$ cat src/rtl/rounded_rect_span_generator_defines.svh
// Assertion macros for the rounded rectangle span generator.
`ifndef ROUNDED_RECT_SPAN_GENERATOR_DEFINES_SVH
`define ROUNDED_RECT_SPAN_GENERATOR_DEFINES_SVH

// Same-cycle implication, sampled on clk, off while in reset.
`define RRSG_ASSERT_NOW(lbl, ante, cons) \
    lbl: assert property (@(posedge clk) disable iff (!rst_n) (ante) |-> (cons)) \
        else $error("span generator check failed");

// Next-cycle implication, sampled on clk, off while in reset.
`define RRSG_ASSERT_NEXT(lbl, ante, cons) \
    lbl: assert property (@(posedge clk) disable iff (!rst_n) (ante) |=> (cons)) \
        else $error("span generator check failed");

`endif

$ cat src/rtl/rrsg_pkg.sv
// Types and fixed widths shared by the span generator modules.
package rrsg_pkg;

    localparam int X_W    = 7;
    localparam int Y_W    = 6;
    localparam int R_W    = 6;
    localparam int L_W    = 6;
    localparam int B_W    = 7;
    localparam int Q_W    = 12;
    localparam int ROOT_W = 6;
    localparam int REM_W  = 7;
    localparam int CNT_W  = 3;
    localparam logic [CNT_W-1:0] MUL_STEPS  = 3'd6;
    localparam logic [CNT_W-1:0] SQRT_STEPS = 3'd6;

    typedef struct packed {
        logic [X_W-1:0] start_x;
        logic [Y_W-1:0] start_y;
        logic [X_W-1:0] end_x;
        logic [Y_W-1:0] end_y;
        logic [R_W-1:0] corner_radius;
        logic           filled;
    } rrsg_cmd_t;

    typedef struct packed {
        logic [Y_W-1:0] row;
        logic [X_W-1:0] span_from;
        logic [X_W-1:0] span_to;
        logic           ends_only;
        logic           last_span;
    } rrsg_span_t;

endpackage

$ cat src/rtl/rrsg_mul.sv
// Serial shift-add multiplier, one multiplier bit per cycle.
module rrsg_mul
    import rrsg_pkg::*;
(
    input  logic           clk,
    input  logic           rst_n,
    input  logic           start,
    input  logic [L_W-1:0] a,
    input  logic [B_W-1:0] b,
    output logic           done,
    output logic [Q_W-1:0] product
);

    localparam int ACC_W = L_W + B_W;

    logic             run_reg,  run_next;
    logic             done_reg, done_next;
    logic [CNT_W-1:0] cnt_reg,  cnt_next;
    logic [L_W-1:0]   mp_reg,   mp_next;
    logic [ACC_W-1:0] mc_reg,   mc_next;
    logic [ACC_W-1:0] acc_reg,  acc_next;

    always_comb
    begin
        run_next  = run_reg;
        done_next = 1'b0;
        cnt_next  = cnt_reg;
        mp_next   = mp_reg;
        mc_next   = mc_reg;
        acc_next  = acc_reg;
        if (start)
        begin
            run_next = 1'b1;
            cnt_next = MUL_STEPS;
            mp_next  = a;
            mc_next  = {{L_W{1'b0}}, b};
            acc_next = '0;
        end
        else if (run_reg)
        begin
            acc_next = acc_reg + (mp_reg[0] ? mc_reg : '0);
            mc_next  = {mc_reg[ACC_W-2:0], 1'b0};
            mp_next  = {1'b0, mp_reg[L_W-1:1]};
            cnt_next = cnt_reg - 3'd1;
            if (cnt_reg == 3'd1)
            begin
                run_next  = 1'b0;
                done_next = 1'b1;
            end
        end
    end

    always_ff @(posedge clk or negedge rst_n)
    begin
        if (!rst_n)
        begin
            run_reg  <= 1'b0;
            done_reg <= 1'b0;
            cnt_reg  <= '0;
        end
        else
        begin
            run_reg  <= run_next;
            done_reg <= done_next;
            cnt_reg  <= cnt_next;
        end
    end

    always_ff @(posedge clk)
    begin
        mp_reg  <= mp_next;
        mc_reg  <= mc_next;
        acc_reg <= acc_next;
    end

    assign done    = done_reg;
    assign product = acc_reg[Q_W-1:0];

endmodule

$ cat src/rtl/rrsg_sqrt.sv
// Serial restoring integer square root, two radicand bits per cycle.
module rrsg_sqrt
    import rrsg_pkg::*;
(
    input  logic              clk,
    input  logic              rst_n,
    input  logic              start,
    input  logic [Q_W-1:0]    radicand,
    output logic              done,
    output logic [ROOT_W-1:0] root
);

    localparam int SH_W = REM_W + 2;

    logic              run_reg,  run_next;
    logic              done_reg, done_next;
    logic [CNT_W-1:0]  cnt_reg,  cnt_next;
    logic [Q_W-1:0]    rad_reg,  rad_next;
    logic [REM_W-1:0]  rem_reg,  rem_next;
    logic [ROOT_W-1:0] root_reg, root_next;
    logic [SH_W-1:0]   rem_sh;
    logic [SH_W-1:0]   trial;
    logic [SH_W-1:0]   diff;

    always_comb
    begin
        rem_sh    = {rem_reg, rad_reg[Q_W-1:Q_W-2]};
        trial     = {1'b0, root_reg, 2'b01};
        diff      = rem_sh - trial;
        run_next  = run_reg;
        done_next = 1'b0;
        cnt_next  = cnt_reg;
        rad_next  = rad_reg;
        rem_next  = rem_reg;
        root_next = root_reg;
        if (start)
        begin
            run_next  = 1'b1;
            cnt_next  = SQRT_STEPS;
            rad_next  = radicand;
            rem_next  = '0;
            root_next = '0;
        end
        else if (run_reg)
        begin
            rad_next = {rad_reg[Q_W-3:0], 2'b00};
            if (rem_sh >= trial)
            begin
                rem_next  = diff[REM_W-1:0];
                root_next = {root_reg[ROOT_W-2:0], 1'b1};
            end
            else
            begin
                rem_next  = rem_sh[REM_W-1:0];
                root_next = {root_reg[ROOT_W-2:0], 1'b0};
            end
            cnt_next = cnt_reg - 3'd1;
            if (cnt_reg == 3'd1)
            begin
                run_next  = 1'b0;
                done_next = 1'b1;
            end
        end
    end

    always_ff @(posedge clk or negedge rst_n)
    begin
        if (!rst_n)
        begin
            run_reg  <= 1'b0;
            done_reg <= 1'b0;
            cnt_reg  <= '0;
        end
        else
        begin
            run_reg  <= run_next;
            done_reg <= done_next;
            cnt_reg  <= cnt_next;
        end
    end

    always_ff @(posedge clk)
    begin
        rad_reg  <= rad_next;
        rem_reg  <= rem_next;
        root_reg <= root_next;
    end

    assign done = done_reg;
    assign root = root_reg;

endmodule

$ cat src/rtl/rounded_rect_span_generator.sv
// Rounded rectangle span generator: row sequencer around serial multiply and square root.
//
//  channel  | direction | handshake                 | payload
//  ---------+-----------+---------------------------+-------------
//  command  | in        | transfer when start&!busy | cmd    (rrsg_cmd_t)
//  span     | out       | transfer when strobe      | result (rrsg_span_t)
//
//  One span per row, top to bottom. A corner row passes through the bit-serial
//  multiplier and square root, 6 steps each; a middle row skips both.
//  Up to 2*radius rows are corner rows. busy is high from command transfer to the
//  last span. Reset clears the sequencer and both serial units; the consumer cannot
//  stall.
`include "rounded_rect_span_generator_defines.svh"

module rounded_rect_span_generator
    import rrsg_pkg::*;
#(
    parameter int SCREEN_WIDTH  = 128,
    parameter int SCREEN_HEIGHT = 64,
    parameter int MAX_RADIUS    = 32
)
(
    input  logic       clk,
    input  logic       rst_n,
    input  logic       start,
    input  rrsg_cmd_t  cmd,
    output logic       busy,
    output logic       strobe,
    output rrsg_span_t result
);

    localparam logic [2:0] ST_IDLE = 3'd0;
    localparam logic [2:0] ST_ROW  = 3'd1;
    localparam logic [2:0] ST_MUL  = 3'd2;
    localparam logic [2:0] ST_SQRT = 3'd3;
    localparam logic [2:0] ST_EMIT = 3'd4;

    localparam logic [8:0] ROW_MAX = 9'(SCREEN_HEIGHT - 1);
    localparam logic [8:0] COL_MAX = 9'(SCREEN_WIDTH - 1);
    localparam logic [8:0] RAD_MAX = 9'(MAX_RADIUS);

    logic [2:0]        state_reg, state_next;
    logic [X_W-1:0]    sx_reg,    sx_next;
    logic [X_W-1:0]    ex_reg,    ex_next;
    logic [Y_W-1:0]    sy_reg,    sy_next;
    logic [Y_W-1:0]    ey_reg,    ey_next;
    logic [Y_W-1:0]    last_reg,  last_next;
    logic [Y_W-1:0]    y_reg,     y_next;
    logic [R_W-1:0]    r_reg,     r_next;
    logic              fill_reg,  fill_next;
    logic [R_W-1:0]    off_reg,   off_next;
    logic              strobe_reg, strobe_next;
    rrsg_span_t        out_reg,   out_next;

    logic [R_W-1:0]    r_in;
    logic [Y_W-1:0]    last_in;
    logic              is_top;
    logic              is_bot;
    logic [L_W-1:0]    l_val;
    logic [B_W-1:0]    b_val;
    logic              mul_start;
    logic              mul_done;
    logic [Q_W-1:0]    product;
    logic              sqrt_done;
    logic [ROOT_W-1:0] root;
    logic [8:0]        from_w;
    logic [8:0]        to_w;

    rrsg_mul u_mul (
        .clk     (clk),
        .rst_n   (rst_n),
        .start   (mul_start),
        .a       (l_val),
        .b       (b_val),
        .done    (mul_done),
        .product (product)
    );

    rrsg_sqrt u_sqrt (
        .clk      (clk),
        .rst_n    (rst_n),
        .start    (mul_done),
        .radicand (product),
        .done     (sqrt_done),
        .root     (root)
    );

    always_comb
    begin
        r_in    = ({3'b000, cmd.corner_radius} > RAD_MAX) ? RAD_MAX[R_W-1:0]
                                                          : cmd.corner_radius;
        last_in = ({3'b000, cmd.end_y} > ROW_MAX) ? ROW_MAX[Y_W-1:0] : cmd.end_y;

        is_top    = {1'b0, y_reg} < ({1'b0, sy_reg} + {1'b0, r_reg});
        is_bot    = ({1'b0, y_reg} + {1'b0, r_reg}) > {1'b0, ey_reg};
        l_val     = is_top ? (y_reg - sy_reg) : (ey_reg - y_reg);
        b_val     = {r_reg, 1'b0} - 7'd2 - {1'b0, l_val};
        mul_start = (state_reg == ST_ROW) && (is_top || is_bot);

        from_w = {2'b00, sx_reg} + {3'b000, off_reg};
        to_w   = {2'b00, ex_reg} - {3'b000, off_reg};

        state_next  = state_reg;
        sx_next     = sx_reg;
        ex_next     = ex_reg;
        sy_next     = sy_reg;
        ey_next     = ey_reg;
        last_next   = last_reg;
        y_next      = y_reg;
        r_next      = r_reg;
        fill_next   = fill_reg;
        off_next    = off_reg;
        strobe_next = 1'b0;
        out_next    = out_reg;

        case (state_reg)
            ST_IDLE:
            begin
                if (start)
                begin
                    sx_next   = cmd.start_x;
                    ex_next   = cmd.end_x;
                    sy_next   = cmd.start_y;
                    ey_next   = cmd.end_y;
                    last_next = last_in;
                    y_next    = cmd.start_y;
                    r_next    = r_in;
                    fill_next = cmd.filled;
                    if (cmd.start_y <= last_in)
                    begin
                        state_next = ST_ROW;
                    end
                end
            end
            ST_ROW:
            begin
                if (is_top || is_bot)
                begin
                    state_next = ST_MUL;
                end
                else
                begin
                    off_next   = '0;
                    state_next = ST_EMIT;
                end
            end
            ST_MUL:
            begin
                if (mul_done)
                begin
                    state_next = ST_SQRT;
                end
            end
            ST_SQRT:
            begin
                if (sqrt_done)
                begin
                    off_next   = r_reg - 6'd1 - root;
                    state_next = ST_EMIT;
                end
            end
            ST_EMIT:
            begin
                strobe_next        = 1'b1;
                out_next.row       = y_reg;
                out_next.span_from = (from_w > COL_MAX) ? COL_MAX[X_W-1:0]
                                                        : from_w[X_W-1:0];
                out_next.span_to   = to_w[8] ? '0 : to_w[X_W-1:0];
                out_next.ends_only = !fill_reg && (y_reg != sy_reg) && (y_reg != ey_reg);
                out_next.last_span = (y_reg == last_reg);
                if (y_reg == last_reg)
                begin
                    state_next = ST_IDLE;
                end
                else
                begin
                    y_next     = y_reg + 6'd1;
                    state_next = ST_ROW;
                end
            end
            default:
            begin
                state_next = ST_IDLE;
            end
        endcase
    end

    always_ff @(posedge clk or negedge rst_n)
    begin
        if (!rst_n)
        begin
            state_reg  <= ST_IDLE;
            strobe_reg <= 1'b0;
        end
        else
        begin
            state_reg  <= state_next;
            strobe_reg <= strobe_next;
        end
    end

    always_ff @(posedge clk)
    begin
        sx_reg   <= sx_next;
        ex_reg   <= ex_next;
        sy_reg   <= sy_next;
        ey_reg   <= ey_next;
        last_reg <= last_next;
        y_reg    <= y_next;
        r_reg    <= r_next;
        fill_reg <= fill_next;
        off_reg  <= off_next;
        out_reg  <= out_next;
    end

    assign busy   = (state_reg != ST_IDLE);
    assign strobe = strobe_reg;
    assign result = out_reg;

    `RRSG_ASSERT_NEXT(a_emit_strobes, state_reg == ST_EMIT, strobe)
    `RRSG_ASSERT_NOW(a_last_frees, strobe && result.last_span, !busy)
    `RRSG_ASSERT_NOW(a_more_busy, strobe && !result.last_span, busy)
    `RRSG_ASSERT_NOW(a_mul_only_corner, mul_done, state_reg == ST_MUL)

endmodule

$ cat config.mk
export PLATFORM = sky130hd
export DESIGN_NAME = rounded_rect_span_generator
export DESIGN_NICKNAME = d
export VERILOG_FILES = /design/src/rtl/rrsg_pkg.sv /design/src/rtl/rrsg_mul.sv /design/src/rtl/rrsg_sqrt.sv /design/src/rtl/rounded_rect_span_generator.sv
export VERILOG_INCLUDE_DIRS = /design/src /design/src/rtl
export SDC_FILE = /design/constraint.sdc
export NUM_CORES = 1
export LEC_CHECK = 0
export BUFFER_PORTS_ARGS = -buffer_cell sky130_fd_sc_hd__buf_2
export CORE_MARGIN = 8
export CORE_UTILIZATION = 57
export CTS_BUF_LIST = sky130_fd_sc_hd__clkbuf_8
export DETAILED_ROUTE_END_ITERATION = 12
export GPL_ROUTABILITY_DRIVEN = 0
export GPL_TIMING_DRIVEN = 0
export HOLD_SLACK_MARGIN = 0.06
export PLACE_DENSITY = 0.75
export SLEW_MARGIN = 30
export SYNTH_ARGS = -nofsm -noshare
export SYNTH_HDL_FRONTEND = slang
export SYNTH_SLANG_ARGS = --single-unit
$ cat constraint.sdc
create_clock -name clk -period 4.9 [get_ports clk]
set_input_delay 0.735 -clock clk [delete_from_list [all_inputs] [get_ports clk]]
set_output_delay 0.735 -clock clk [all_outputs]
set_load 0.02 [all_outputs]
==> run metrics <==
Synth Flop Type edfxtp_1; Layout Nets a little over 1000; row count 44; Non-Filler Instances approximately 1100; Reg clk slew, reported paths around 0.080 ns; Worst slew margin roughly two fifths; Power Density between 500 and 600 nW/µm²; Fin Setup TNS 0 ns; worst clock skew 0.01419 ns; drt via density around 5.7; CP required between 5 and 6 ns; register area share after synthesis between 40 and 50%; mean post-synth cell area approximately 11 µm²; final antenna-violating net count 0; Syn Std Cell Area approximately 8400 µm²; fin util between 60% and 70%; Clock Sinks around 140; clk root buf clkbuf_8; post-DR wirelength/cell 16.86 µm; internal power approximately 3.4 mW; Tcrit/Tclk final 95.36%; DRT iter0 DRCs 560; Final Power approximately 5.6 mW; number of synthesized flops with an enable pin 92; PnR worst setup slack between 0.2 and 0.25 ns; Combinational Power Share about half; htree depth 4; share of cells above drive strength 1 around 16%; largest area contributor in the netlist edfxtp_1; switching share of power roughly two fifths; Worst EP arrival around 5 ns; cell count after placement roughly 1000; pin count of the biggest net entering global routing 24; worst hold-check path type in -> async; Hold Fails Final Rpt 0; Total Routed Length 18.18 mm; Max Transition Viols Final 0; commonest non-fill, non-tap cell in the layout edfxtp_1; global-route wire length before repair 29.95 mm; worst-path maximum fanout 6; Largest register FFs 22; n_diodes 0; Worst setup EP type flip-flop; CTS tree built; pre-CTS setup slack -0.1891 ns; die width 137.4 µm; area grow syn2layout 12.37%; io pins 60; unrepaired setup endpoints after global routing no; Core Area approximately 14000 µm²; max cap viols 0; leakage power roughly 4.2 nW; Max VDD drop about 310 µV; share of the synthesized area in the top cell type roughly 33%; largest cells by area after synthesis edfxtp_1 33%, ha_1 13%, dfxtp_1 7.1%; Syn Inst Count approximately 790; syn_nets 929; DP HPWL roughly 14 mm; switching pwr 2.209 mW; die footprint 18880 µm²; Synthesis Warnings 0; worst setup path class reg -> reg; sequential power share about a third; TritonCTS Buffers 17; initial antenna violation count 0; Max Buffers Root-to-Sink 2; vias in the first global route roughly 6300; Synth cell types between 60 and 70; Die Height roughly 140 µm; status finished clean; Fmax achieved approximately 210 MHz; port bufs a little under 60; hold buffers post-CTS 0; Worst-Margin Slew 0.9003 ns; leading cell types in the layout, fill and taps excluded 92 x edfxtp_1, 90 x ha_1, 84 x inv_1, 61 x nor2_1, 61 x buf_2; Tot GR Track Use approximately a fifth; Clk pwr share 17.1%; remaining global-route overflow 0; Remaining DRCs 0; Worst-Skew Late Latency between 0.4 and 0.5 ns; DR pass1 iterations 5; Final setup viols 0; Via Count roughly 6200; Initial Util a little under 60%; FFs w/ async S/R, synth between 10% and 20%; Critical Path Start Type flip-flop; post-route minimum period ~4.7 ns; #FFs+latches synth 136
==> cell families after synthesis <==
family | synth area share (%)
and+or+nand+nor | 11.87
muxes | 4.690
adders and majority gates | 15.54
buffers and inverters | 5.003
AOI/OAI and AO/OA | 14.32
xor gates and xnor gates | 4.378
DFF | 44.19
==> critical path, cell delays in order (launching register included) <==
cell,delay (ns)
edfxtp_1,0.43
ha_1,0.26
fa_2,0.38
a21oi_1,0.15
nor2_1,0.06
nor2_1,0.11
xor2_1,0.16
ha_1,0.26
a21o_1,0.18
a21oi_1,0.18
o21ai_2,0.16
nand2_4,0.15
mux2_2,0.35
ha_1,0.27
inv_1,0.06
ha_1,0.16
inv_1,0.05
fa_1,0.41
inv_1,0.08
a21o_1,0.11
a21oi_1,0.07
xnor2_1,0.14
mux2_2,0.26
==> cell usage after synthesis, types with 10 or more instances <==
| master | number |
|---|---|
| o21bai_1 | 10 |
| mux2_2 | 19 |
| edfxtp_1 | 92 |
| ha_1 | 90 |
| o21a_1 | 10 |
| dfxtp_1 | 30 |
| dfrtp_1 | 14 |
| mux2i_1 | 18 |
| and2_1 | 19 |
| a21o_1 | 19 |
| nand2_1 | 37 |
| nor2b_1 | 17 |
| xor2_1 | 13 |
| clkbuf_1 | 15 |
| nand2b_1 | 10 |
| nor2_1 | 62 |
| o21ai_0 | 28 |
| a211oi_1 | 15 |
| nor3_1 | 14 |
| a21oi_1 | 53 |
| inv_1 | 84 |
| xnor2_1 | 29 |
==> routing by layer <==
metal | vias to the layer above | wire [µm] | global-route usage [%]
li1 | 3007 | - | -
met1 | 2970 | 7923 | 24.32
met2 | 174 | 8926 | 34.31
met3 | 36 | 925 | 4.595
met4 | 0 | 399 | 7.544
met5 | - | 0 | 0
==> worst paths after layout <==
path,start,endpoint,slack [ns],cells after the start
min in group clk,cmd[0],fill_reg$_DFFE_PP_,0.46,1
hold / removal,rst_n,u_mul.cnt_reg[1]$_DFFE_PN0P_,0.19,1
hold reg to reg,u_mul.cnt_reg[2]$_DFFE_PN0P_,u_mul.done$_DFF_PN0_,0.50,1
setup / recovery,sy_reg[0]$_DFFE_PP_,u_mul.mc_reg[5]$_DFFE_PP_,0.23,22
setup reg to reg,sy_reg[0]$_DFFE_PP_,u_mul.mc_reg[5]$_DFFE_PP_,0.23,22
max in group asynchronous,rst_n,u_sqrt.cnt_reg[1]$_DFFE_PN0P_,4.45,1
==> through the flow <==
stage | hold slack [ns] | cell area, µm²
detailed placement | 0.4816 | 8964
finish | 0.1870 | 9443
global route | 0.1759 | 9443
floorplan | 0.4394 | 8403
global placement | 0.4751 | 8929
CTS | 0.1672 | 9384
==> what timing repair did <==
item / CTS / global route
setup endpoints to repair: 2 / 2
pin swaps: 0 / 1
gates resized for setup: 0 / 2
gates cloned: 0 / 1
setup buffers: 2 / 6
==> area by class of cell <==
cell class,count,area (µm²)
Buffer,20,100.1
Clock buffer,17,234.0
Clock inverter,15,176.4
Fill cell,1122,5036
Inverter,84,315.3
Multi-Input combinational cell,554,4290
Sequential cell,136,3714
Tap cell,184,230.2
Timing Repair Buffer,68,382.9
==> power by group through the flow <==
stage	Combinational (mW)	Sequential (mW)	Clock, mW
after floorplan	2.16	1.80	0
after global placement	2.53	1.88	0
after detailed placement	2.69	1.89	0
after CTS	2.71	1.87	0.979
after global routing	3.13	1.90	1.02
final	2.77	1.87	0.959
(Power assumes the default switching activity.)
